==> src/hdl/usw_pkg.sv <==
package usw_pkg;

  localparam int MAX_DEPTH_DEF = 16;
  localparam int ROW_WIDTH_DEF = 64;

  localparam int TICK_W = 32;
  localparam int ROW_W  = 64;
  localparam int REQ_W  = 2;
  localparam int CFG_W  = 5;

  localparam int DEPTH_RST = 16;

  localparam logic [REQ_W-1:0] REQ_RECORD  = 2'd0;
  localparam logic [REQ_W-1:0] REQ_CONFIRM = 2'd1;
  localparam logic [REQ_W-1:0] REQ_READ    = 2'd2;

  typedef struct packed {
    logic [REQ_W-1:0]  req_type;
    logic [TICK_W-1:0] tick;
    logic [ROW_W-1:0]  row_data;
  } in_item_t;

  typedef struct packed {
    logic              accepted;
    logic              has_entry;
    logic [TICK_W-1:0] entry_tick;
    logic [ROW_W-1:0]  entry_row;
    logic              last;
  } out_item_t;

  typedef enum logic [2:0] {
    S_IDLE,
    S_RECORD,
    S_TRIM,
    S_PURGE,
    S_READ,
    S_REPLY
  } state_t;

  typedef enum logic [2:0] {
    OP_HOLD,
    OP_SHIFT,
    OP_WRAP,
    OP_LOAD,
    OP_ROW
  } cell_op_t;

  // Broadcast from the controller to every cell: the tick under test and the watermark.
  typedef struct packed {
    logic [TICK_W-1:0] tick;
    logic              wm_set;
    logic [TICK_W-1:0] wm;
  } probe_t;

endpackage

==> src/hdl/usw_cell.sv <==
module usw_cell #(
  parameter int ROW_WIDTH = usw_pkg::ROW_WIDTH_DEF
) (
  input  logic                      clk,
  input  usw_pkg::cell_op_t         op,
  input  usw_pkg::probe_t           probe,
  input  logic [ROW_WIDTH-1:0]      new_row,
  input  logic [usw_pkg::TICK_W-1:0] nb_tick,
  input  logic [ROW_WIDTH-1:0]      nb_row,
  input  logic [usw_pkg::TICK_W-1:0] wrap_tick,
  input  logic [ROW_WIDTH-1:0]      wrap_row,
  output logic [usw_pkg::TICK_W-1:0] tick,
  output logic [ROW_WIDTH-1:0]      row,
  output logic                      hit,
  output logic                      removable
);
  import usw_pkg::*;

  always_ff @(posedge clk) begin
    case (op)
      OP_SHIFT: begin
        tick <= nb_tick;
        row  <= nb_row;
      end
      OP_WRAP: begin
        tick <= wrap_tick;
        row  <= wrap_row;
      end
      OP_LOAD: begin
        tick <= probe.tick;
        row  <= new_row;
      end
      OP_ROW: begin
        row <= new_row;
      end
      default: begin
      end
    endcase
  end

  assign hit       = (tick == probe.tick);
  assign removable = probe.wm_set && (tick <= probe.wm);

endmodule

==> src/hdl/unacked_sample_window.sv <==
// Channel | Direction | Handshake           | Beat
// in      | input     | in_valid / in_stall   | in_data (req_type, tick, row_data)
// out     | output    | out_valid / out_stall | out_data (accepted .. last)
// cfg     | input     | cfg_valid / cfg_ready | cfg_data (window_depth)
//
// Record: rejected or overwritten goes straight to the reply; an append first drops the oldest
// if full, then evicts down to the depth. Confirm: removes entries; no result beat.
// Read: one beat per held entry, one per cycle while out_stall is low (one beat if empty).
// One request at a time; the row of cells moves at most one place per cycle.
// Reset (rst, synchronous) empties the window and clears the watermark; depth returns to 16 (capped at MAX_DEPTH).
// out_stall holds the result register and the sequencer; in_stall is high while busy.
module unacked_sample_window #(
  parameter int MAX_DEPTH = usw_pkg::MAX_DEPTH_DEF,
  parameter int ROW_WIDTH = usw_pkg::ROW_WIDTH_DEF
) (
  input  logic                     clk,
  input  logic                     rst,
  input  logic                     in_valid,
  output logic                     in_stall,
  input  usw_pkg::in_item_t        in_data,
  output logic                     out_valid,
  input  logic                     out_stall,
  output usw_pkg::out_item_t       out_data,
  input  logic                     cfg_valid,
  output logic                     cfg_ready,
  input  logic [usw_pkg::CFG_W-1:0] cfg_data
);
  import usw_pkg::*;

  localparam int CNT_W   = $clog2(MAX_DEPTH + 1);
  localparam int DEPTH_R = (DEPTH_RST > MAX_DEPTH) ? MAX_DEPTH : DEPTH_RST;

  state_t state, state_next;

  logic [REQ_W-1:0]     req;
  logic [TICK_W-1:0]    tk;
  logic [ROW_WIDTH-1:0] row;
  logic                 wm_set;
  logic [TICK_W-1:0]    wm;
  logic [CNT_W-1:0]     count, count_next;
  logic [CNT_W-1:0]     depth;
  logic [CNT_W-1:0]     depth_next;
  logic [CNT_W-1:0]     rd_idx;
  logic                 rep_acc, rep_acc_next;
  out_item_t            out_item_next;
  logic                 out_load;

  logic                 in_beat;
  logic                 slot_free;
  logic                 reject;
  logic                 rd_last;
  logic                 any_hit;
  logic                 any_rm;
  logic                 full;
  probe_t               probe;

  logic [TICK_W-1:0]    cell_tick [MAX_DEPTH];
  logic [ROW_WIDTH-1:0] cell_row  [MAX_DEPTH];
  logic [TICK_W-1:0]    nb_tick   [MAX_DEPTH];
  logic [ROW_WIDTH-1:0] nb_row    [MAX_DEPTH];
  cell_op_t             cell_op   [MAX_DEPTH];
  logic [MAX_DEPTH-1:0] cell_hit;
  logic [MAX_DEPTH-1:0] cell_rm;
  logic [MAX_DEPTH-1:0] held;
  logic [MAX_DEPTH-1:0] hit_vec;
  logic [MAX_DEPTH-1:0] rm_vec;
  logic [MAX_DEPTH-1:0] rm_pre;

  assign probe = '{tick: tk, wm_set: wm_set, wm: wm};

  // Row of cells: each one takes its upper neighbour on a shift.
  for (genvar g = 0; g < MAX_DEPTH; g++) begin : g_cell
    if (g == MAX_DEPTH - 1) begin : g_top
      assign nb_tick[g] = '0;
      assign nb_row[g]  = '0;
    end else begin : g_mid
      assign nb_tick[g] = cell_tick[g+1];
      assign nb_row[g]  = cell_row[g+1];
    end

    usw_cell #(
      .ROW_WIDTH(ROW_WIDTH)
    ) u_cell (
      .clk      (clk),
      .op       (cell_op[g]),
      .probe    (probe),
      .new_row  (row),
      .nb_tick  (nb_tick[g]),
      .nb_row   (nb_row[g]),
      .wrap_tick(cell_tick[0]),
      .wrap_row (cell_row[0]),
      .tick     (cell_tick[g]),
      .row      (cell_row[g]),
      .hit      (cell_hit[g]),
      .removable(cell_rm[g])
    );

    assign held[g]    = (CNT_W'(g) < count);
    // A cell moves on a purge when any removable entry sits at or below it.
    assign rm_pre[g]  = |(rm_vec & ({MAX_DEPTH{1'b1}} >> (MAX_DEPTH - 1 - g)));
  end

  assign hit_vec   = cell_hit & held;
  assign rm_vec    = cell_rm & held;
  assign any_hit   = |hit_vec;
  assign any_rm    = |rm_vec;
  assign full      = (count == CNT_W'(MAX_DEPTH));
  assign reject    = wm_set && (tk <= wm);
  assign rd_last   = ((CNT_W+1)'(rd_idx) + 1'b1) == (CNT_W+1)'(count);
  assign slot_free = !out_valid || !out_stall;
  assign in_stall  = (state != S_IDLE);
  assign in_beat   = in_valid && !in_stall;
  assign cfg_ready = 1'b1;

  always_comb begin
    if (cfg_data == '0) begin
      depth_next = CNT_W'(1);
    end else if (int'(cfg_data) > MAX_DEPTH) begin
      depth_next = CNT_W'(MAX_DEPTH);
    end else begin
      depth_next = CNT_W'(cfg_data);
    end
  end

  always_comb begin
    state_next = state;
    case (state)
      S_IDLE: begin
        if (in_beat) begin
          case (in_data.req_type)
            REQ_RECORD:  state_next = S_RECORD;
            REQ_CONFIRM: state_next = S_PURGE;
            REQ_READ:    state_next = (count == '0) ? S_REPLY : S_READ;
            default:     state_next = S_IDLE;
          endcase
        end
      end
      S_RECORD: begin
        if (reject || any_hit) begin
          state_next = S_REPLY;
        end else if (!full) begin
          state_next = S_TRIM;
        end
      end
      S_TRIM: begin
        if (count <= depth) begin
          state_next = S_REPLY;
        end
      end
      S_PURGE: begin
        if (!any_rm) begin
          state_next = S_IDLE;
        end
      end
      S_READ: begin
        if (slot_free && rd_last) begin
          state_next = S_IDLE;
        end
      end
      S_REPLY: begin
        if (slot_free) begin
          state_next = S_IDLE;
        end
      end
      default: state_next = S_IDLE;
    endcase
  end

  always_comb begin
    for (int i = 0; i < MAX_DEPTH; i++) begin
      cell_op[i] = OP_HOLD;
    end
    count_next    = count;
    rep_acc_next  = rep_acc;
    out_load      = 1'b0;
    out_item_next = '0;
    case (state)
      S_IDLE: begin
        if (in_beat) begin
          rep_acc_next = 1'b0;
        end
      end
      S_RECORD: begin
        if (reject) begin
          rep_acc_next = 1'b0;
        end else if (any_hit) begin
          rep_acc_next = 1'b1;
          for (int i = 0; i < MAX_DEPTH; i++) begin
            if (hit_vec[i]) begin
              cell_op[i] = OP_ROW;
            end
          end
        end else if (full) begin
          // drop the oldest to make room, append next cycle
          for (int i = 0; i < MAX_DEPTH; i++) begin
            cell_op[i] = OP_SHIFT;
          end
          count_next = count - 1'b1;
        end else begin
          rep_acc_next = 1'b1;
          for (int i = 0; i < MAX_DEPTH; i++) begin
            if (CNT_W'(i) == count) begin
              cell_op[i] = OP_LOAD;
            end
          end
          count_next = count + 1'b1;
        end
      end
      S_TRIM: begin
        if (count > depth) begin
          for (int i = 0; i < MAX_DEPTH; i++) begin
            cell_op[i] = OP_SHIFT;
          end
          count_next = count - 1'b1;
        end
      end
      S_PURGE: begin
        if (any_rm) begin
          for (int i = 0; i < MAX_DEPTH; i++) begin
            if (rm_pre[i]) begin
              cell_op[i] = OP_SHIFT;
            end
          end
          count_next = count - 1'b1;
        end
      end
      S_READ: begin
        if (slot_free) begin
          out_load                 = 1'b1;
          out_item_next.has_entry  = 1'b1;
          out_item_next.entry_tick = cell_tick[0];
          out_item_next.entry_row  = ROW_W'(cell_row[0]);
          out_item_next.last       = rd_last;
          // rotate the held entries so the next one reaches the head
          for (int i = 0; i < MAX_DEPTH; i++) begin
            if ((CNT_W+1)'(i) + 1'b1 < (CNT_W+1)'(count)) begin
              cell_op[i] = OP_SHIFT;
            end else if ((CNT_W+1)'(i) + 1'b1 == (CNT_W+1)'(count)) begin
              cell_op[i] = OP_WRAP;
            end
          end
        end
      end
      S_REPLY: begin
        if (slot_free) begin
          out_load               = 1'b1;
          out_item_next.accepted = rep_acc;
          out_item_next.last     = 1'b1;
        end
      end
      default: begin
      end
    endcase
  end

  always_ff @(posedge clk) begin
    if (rst) begin
      state     <= S_IDLE;
      count     <= '0;
      wm_set    <= 1'b0;
      depth     <= CNT_W'(DEPTH_R);
      out_valid <= 1'b0;
      rd_idx    <= '0;
      rep_acc   <= 1'b0;
    end else begin
      state   <= state_next;
      count   <= count_next;
      rep_acc <= rep_acc_next;
      if (cfg_valid && cfg_ready) begin
        depth <= depth_next;
      end
      if (in_beat) begin
        rd_idx <= '0;
        if (in_data.req_type == REQ_CONFIRM && (!wm_set || in_data.tick > wm)) begin
          wm_set <= 1'b1;
        end
      end else if (state == S_READ && slot_free) begin
        rd_idx <= rd_idx + 1'b1;
      end
      if (out_load) begin
        out_valid <= 1'b1;
      end else if (!out_stall) begin
        out_valid <= 1'b0;
      end
    end
  end

  always_ff @(posedge clk) begin
    if (in_beat) begin
      req <= in_data.req_type;
      tk  <= in_data.tick;
      row <= ROW_WIDTH'(in_data.row_data);
      if (in_data.req_type == REQ_CONFIRM && (!wm_set || in_data.tick > wm)) begin
        wm <= in_data.tick;
      end
    end
    if (out_load) begin
      out_data <= out_item_next;
    end
  end

  assert property (@(posedge clk) disable iff (rst)
    count <= CNT_W'(MAX_DEPTH))
    else $error("window holds more entries than cells");

  assert property (@(posedge clk) disable iff (rst)
    (CNT_W+1)'(count) <= (CNT_W+1)'($past(count)) + 1'b1)
    else $error("window grew by more than one entry in a cycle");

  assert property (@(posedge clk) disable iff (rst)
    state == S_READ |-> count != '0)
    else $error("streaming an empty window");

  assert property (@(posedge clk) disable iff (rst)
    in_beat && in_data.req_type == REQ_CONFIRM |=> wm_set)
    else $error("confirm left the watermark unset");

  assert property (@(posedge clk) disable iff (rst)
    state != S_IDLE |-> req != REQ_CONFIRM || state == S_PURGE)
    else $error("confirm request in a foreign sequencer state");

endmodule

==> config.mk <==
export PLATFORM = sky130hd
export DESIGN_NAME = unacked_sample_window
export DESIGN_NICKNAME = d
export VERILOG_FILES = /design/src/hdl/usw_pkg.sv /design/src/hdl/usw_cell.sv /design/src/hdl/unacked_sample_window.sv
export SDC_FILE = /design/constraint.sdc
export NUM_CORES = 2
export LEC_CHECK = 0
export ABC_CLOCK_PERIOD_IN_PS = 21800
export BUFFER_PORTS_ARGS = -buffer_cell sky130_fd_sc_hd__buf_2
export CAP_MARGIN = 5
export CORE_UTILIZATION = 35
export DETAILED_ROUTE_END_ITERATION = 7
export HOLD_SLACK_MARGIN = 0.03
export PLACE_DENSITY = 0.62
export SLEW_MARGIN = 25
export SYNTH_ARGS = -nofsm -noshare
export SYNTH_HDL_FRONTEND = slang
export SYNTH_SLANG_ARGS = --single-unit
export TNS_END_PERCENT = 20
==> constraint.sdc <==
create_clock -name clk -period 21.8 [get_ports clk]
set_clock_uncertainty 0.2 [all_clocks]
set_input_delay 2.18 -clock clk [delete_from_list [all_inputs] [get_ports clk]]
set_output_delay 2.18 -clock clk [all_outputs]
set_load 0.005 [all_outputs]
; Word-level counts from Yosys, hierarchy flattened
; Cells that the tools add are included.
[word_totals]
n_memories = 0
word_cells = 476
inputBits = 108
latch_bits = 0
ramBits = 0
rom_bits = 0
reg_bits = 1784
[op_classes]
reduce_logical = 107
div_mod_pow = 0
n_shift = 0
n_mul = 0
n_eq_ne = 116
n_bitwise = 2
add_sub_neg = 4
n_lt_le_gt_ge = 53
muxes = 147
[op_table]
columns = op, n
row1 = $pmux W64 S3, 15
row2 = $pmux W32 S3, 15
row3 = $le A32 B32 Y1, 17
row4 = $eq A32 B32 Y1, 16
row5 = $pmux W48 S4, 1
row6 = $pmux W64 S2, 1
row7 = $eq A3 B2 Y1 const B, 33
row8 = $mux W98, 1
row9 = $mux W48, 2
row10 = $reduce_bool A3 Y1, 32
row11 = $mux W2, 47
row12 = $mux W47, 2
row13 = $mux W46, 2
row14 = $lt A4 B5 Y1 const A, 16
row15 = $mux W3, 24
row16 = $pmux W32 S2, 1
row17 = $eq A3 B3 Y1 const B, 18
row18 = $eq A3 B1 Y1 const B, 17
row19 = $eq A4 B5 Y1 const A, 8
row20 = $lt A3 B5 Y1 const A, 8
row21 = $reduce_or A2 Y1, 19
row22 = $mux W5, 7
row23 = $and A16 B16 Y16, 2
row24 = $gt A32 B32 Y1, 1
row25 = other kinds (51), 124

; Longest topological paths before layout
[depth]
depth_word = 10
mapped_depth = 20
ltp_nobuf = 12

; Cells and area by module
; Synthesis repeated with hierarchy kept, for this count alone.
[unflattened]
cells_unflattened = 9365
area_unflattened_um2 = 106867.5
[by_module_without_submodules]
columns = module, n_inst, cells_per_inst, area_each_um2, seq_area_each_um2
row1 = usw_cell (g_cell[0].u_cell ...), 15, 522, 5949.5, 2882.8
row2 = unacked_sample_window, 1, 950, 11692.5, 7236.9
row3 = usw_cell (g_cell[9].u_cell), 1, 585, 5933.2, 2882.8

; Worst setup path before layout
; OpenSTA, ideal clock, no wires.
[synth_timing]
path_type = input to register
start = input port out_stall
end = register g_cell[8].u_cell.row[0], enable pin
path_buffers = 3
setup_time_ps = 499
cell_stages = 11
required_ps = 21101
t_arrival_ps = 11558
path_slack_ps = 9543
path_cell_list = a21oi_1 > nand2b_1 > clkbuf_1 > inv_1 > clkbuf_1 > nand2_1 > nor2_1 > clkbuf_1 > nor2_1 > o211ai_1 > o21bai_1
[synth_via]
elab_chain_cells = 7
word_cells_on_any_way = 10
classes_between = 4 x eq/ne / 2 x mux / 4 x reduce/logical
[synth_rtl]
columns = item, line
row1 = "start, declared", unacked_sample_window.sv:22  ; input logic out_stall,
row2 = $logic_not A1 Y1 (*), -
row3 = $logic_or A1 B1 Y1 (*), unacked_sample_window.sv:110  ; assign slot_free = !out_valid || !out_stall;
row4 = $mux W47 (*), unacked_sample_window.sv:228  ; if (slot_free) begin
row5 = $pmux W48 S4 (*), unacked_sample_window.sv:177  ; case (state)
row6 = $eq A3 B2 Y1 / $eq A3 B3 Y1 (equally long branches), usw_cell.sv:20  ; case (op)
row7 = $reduce_or A2 Y1 (no line), -
row8 = $reduce_bool A3 Y1 (no line) (*), -
row9 = "end signal, assigned", usw_cell.sv:23  ; row <= nb_row;
row10 = "end signal, assigned", usw_cell.sv:27  ; row <= wrap_row;
row11 = "end signal, assigned", usw_cell.sv:31  ; row <= new_row;
row12 = "end, declared", usw_cell.sv:13  ; output logic [ROW_WIDTH-1:0] row,
; Mark *: on every way between the ends. The rest lies on a longest branch, timed or not.
; A chain may end at the register's enable or synchronous reset.

; Worst setup path after layout
[layout_timing]
start = register count[4]
end = register g_cell[15].u_cell.row[11], enable pin
[layout_via]
elab_chain_cells = 9
word_cells_on_any_way = 42
classes_between = 18 x order compare / 7 x eq/ne / 11 x mux / 2 x bitwise / 4 x reduce/logical
[layout_rtl]
columns = item, line
row1 = "start, declared", unacked_sample_window.sv:40  ; logic [CNT_W-1:0] count, count_next;
row2 = "start signal, assigned", unacked_sample_window.sv:267  ; count <= count_next;
row3 = "$lt A1 B5 Y1, or another cell as far along", unacked_sample_window.sv:98  ; assign held[g] = (CNT_W'(g) < count);
row4 = $and A16 B16 Y16 / $mux W2 (equally long branches), "unacked_sample_window.sv:103, unacked_sample_window.sv:202"
row5 = "$reduce_or A16 Y1, or another cell as far along", unacked_sample_window.sv:105  ; assign any_hit = |hit_vec;
row6 = $mux W48, unacked_sample_window.sv:186  ; end else if (any_hit) begin
row7 = $mux W48, unacked_sample_window.sv:184  ; if (reject) begin
row8 = $pmux W48 S4 (*), unacked_sample_window.sv:177
row9 = $eq A3 B2 Y1 / $eq A3 B3 Y1 (equally long branches), usw_cell.sv:20
row10 = $reduce_or A2 Y1 (no line), -
row11 = $reduce_bool A3 Y1 (no line) (*), -
row12 = "end signal, assigned", usw_cell.sv:23
row13 = "end signal, assigned", usw_cell.sv:27
row14 = "end signal, assigned", usw_cell.sv:31
row15 = "end, declared", usw_cell.sv:13
; Marks and branches as above.

==> reports/metrics.yaml <==
finish:
  fillers: 28080
  drive_gt1_share_pct: 10.09
  finalCoreUtilization_pct: 39.06
  syn_to_final_growth_pct: 10.95
  num-nets-final: 9558
  final_common_cell: "edfxtp_1"
  layout_common_cells: "edfxtp_1 (1763), nand2_1 (1140), a22o_1 (800)"
timing:
  worst_pin_slew_ps: 1257
  slew_headroom_pct: 15.55
  period_share_pct: 33.96
  finalMaxSlewViolations: 0
  period_minus_slack_ps: 7404
  hold_slack_ps: 268.8
  setup_viol: 0
  finalWorstSetupSlack_ps: 14400
  hold_viol: 0
  rsz0062_at_grt: "false"
  setup-tns-final_ps: 0
  max_clock_freq_mhz: 135.1
placed_design:
  port_buffers: 208
  place_ws_ps: 14340
  gp_congestion: 1.015
  dp_hpwl_mm: 262.6
critical_path:
  crit_arrival_ps: 7730
  worst-r2r-cell-count: 15
  end_kind: "register"
  critPathMaxFanout: 39
  cp_slowest_cell: "nor2_2"
  timing.rr.end: "g_cell[15].u_cell.row[11]$_DFFE_PP_"
  path_common_cell: "buf_4"
  worstPathRequired_ps: 22120
  worstReg2RegStart: "count[4]$_SDFFE_PP0P_"
  slowest_delay_ps: 800
  worst-setup-path-type: "register to register"
  path_cells: "buf_4, nor2_1, a21o_1, nor3_1, nand4_1, and4_1, nand4_4, nor2_2, a21oi_2, buf_4, nand3_1, buf_4, o21bai_4, buf_4, buf_4"
  rrSetupSlack_ps: 14400
  cp-start-kind: "register"
die:
  core_um2: 293800
  die_x_um: 545.6
  die_h_um: 545.6
  dieArea_um2: 297700
  ios: 210
  rows: 199
  initial_utilization_pct: 35.21
synthesis:
  syn_inst: 9045
  synth_ff_type: "edfxtp_1"
  ys_seq_area_share_pct: 51.59
  synth_cell_types: 100
  synth.net_count: 9740
  avgSynthCellArea_um2: 11.44
  yosysWarnings: 0
  async_flop_share_pct: 0
  synth_edf_count: 1763
  syn_area_um2: 103400
  synth_seq_cells: 1784
cts:
  hold_buffers: 0
  root_buffer: "clkbuf_16"
  cts_max_level: 4
  post_cts_resized: 0
  clk_pin_slew_ps: 60
  cts_tree: "done"
  numCtsBuffers: 206
  clock_path_buffers: 4
  cts_setup_buffers: 0
  clk_latency_ps: 940
  cts_sinks: 1784
power_and_ir_drop:
  swShare_pct: 38.15
  p_sw_w: 0.004331
  power_w: 0.01135
  power.density_nw_per_um2: 98.93
  ir_worst_vdd_mv: 0.08898
  p_leak_nw: 45.11
  power.internal_w: 0.007022
  pwr-share-comb_pct: 26.0
  clkPwrFrac_pct: 30.4
  seqPwrFrac_pct: 43.6
detailed_routing:
  wl_mm: 435.3
  ant_nets: 0
  firstDrtPassIters: 8
  wl_per_cell_um: 33.59
  drt-initial-drc-count: 11370
  num_vias: 82760
  vias_per_cell: 6.386
  drc: 50
grt:
  grt.total_usage_pct: 28.24
  grt_max_degree: 100
  grt_pass1_wl_mm: 606.3
  antenna_found_initial: 22
  grt-ovfl-total: 0
  grt_pass1_vias: 79010
run:
  drv_cap: 0
hold_path:
  min-delay-start: "g_cell[3].u_cell.row[24]$_DFFE_PP_"
  whs_path_depth: 1
  hp-class: "register to register"
  hold_end: "g_cell[2].u_cell.row[24]$_DFFE_PP_"
status:
  violations: "DRC"
  outcome: "finished with violations"
-- power groups by stage --
| stage | clock network (W) | logic (W) | registers [W] |
|---|---|---|---|
| 4_1_cts | 0.00348 | 0.00282 | 0.00494 |
| 5_1_grt | 0.00359 | 0.00300 | 0.00500 |
| 3_5_place_dp | 0 | 0.00281 | 0.00500 |
| 3_3_place_gp | 0 | 0.00276 | 0.00499 |
| 2_1_floorplan | 0 | 0.00175 | 0.00460 |
| 6_report | 0.00345 | 0.00296 | 0.00495 |
-- kinds of logic after synthesis --
group	synth area share [%]
mux	0.7451
compound gates	20.92
simple gates	10.67
xor+xnor	4.420
buf+inv	4.556
flops	51.59
other cells	0.003625
fa+ha+maj	7.101
-- per-layer routing --
layer / vias up / share of wire [%] / track usage [%]
met4: 10 / 6.4 / 16.17
met1: 41360 / 39 / 37.00
met3: 1339 / 12 / 7.624
li1: 34280 / - / -
met2: 5771 / 43 / 41.93
met5: - / 0.015 / 0
-- flip-flops by register name (all words and copies together), names as in the netlist --
signal              flops
tk                     32
rd_idx                  5
g_cell.u_cell.row    1024
wm_set                  1
row                    64
count                   5
depth                   5
g_cell.u_cell.tick    512
wm                     32
out_valid               1
state                   3
out_data               99
rep_acc                 1
-- worst max-delay path by stage --
| stage | start | to | slack, ps | cells past startpoint |
|---|---|---|---|---|
| floorplan | out_stall | g_cell[8].u_cell.row[0]$_DFFE_PP_ | 9540 | 11 |
| global placement | count[1]$_SDFFE_PP0P_ | g_cell[1].u_cell.row[36]$_DFFE_PP_ | 14340 | 12 |
| detailed placement | out_stall | g_cell[14].u_cell.row[27]$_DFFE_PP_ | 14340 | 13 |
| CTS | count[4]$_SDFFE_PP0P_ | g_cell[15].u_cell.row[18]$_DFFE_PP_ | 14580 | 15 |
| global route | count[4]$_SDFFE_PP0P_ | g_cell[15].u_cell.row[16]$_DFFE_PP_ | 14350 | 15 |
| finish | count[4]$_SDFFE_PP0P_ | g_cell[15].u_cell.row[11]$_DFFE_PP_ | 14400 | 15 |
-- Yosys cell counts, types with 73 or more instances --
library cell  count  share of area, %
nand2_1        1140               4.1
a21o_1          777               5.6
nor2_1          152              0.55
xor2_1          346               2.9
ha_1            587               7.1
inv_1           148              0.54
nor4_1          177               1.1
xnor2_1         176               1.5
nor2b_1         163              0.99
buf_1            77              0.28
o21ai_0         146              0.71
buf_2           176              0.85
a21oi_1         225               1.1
buf_4            90              0.65
clkbuf_1        485               1.8
nor3_1           73              0.35
nand4_1         223               1.3
nand3_1          79              0.38
a22o_1          800               6.8
a221o_1         135               1.3
edfxtp_1       1763                51
and2_1          100              0.60
a22oi_1         516               3.7
-- stage by stage --
step	cells	cell area, µm²
3_3_place_gp	12560	107900
5_1_grt	12950	114700
2_1_floorplan	9045	103400
4_1_cts	12940	114500
3_5_place_dp	12570	108100
6_report	12960	114800
-- cell type report --
class / instances / area (µm²) / share of cell area (%)
Multi-Input combinational cell: 6239 / 46060 / 40.13
Inverter: 149 / 561.8 / 0.4895
Antenna cell: 16 / 40.04 / 0.03489
Clock inverter: 116 / 1044 / 0.9093
Clock buffer: 254 / 5420 / 4.723
Timing Repair Buffer: 483 / 3372 / 2.938
Tap cell: 3919 / 4903 / 4.273
Sequential cell: 1784 / 53360 / 46.50
-- critical path: cells and delay by family, from the launching register on --
kind	cells	cell delay, ps
simple gates	7	3130
buf+inv	5	2180
compound gates	3	810
flops	1	440
(Power assumes the default switching activity.)
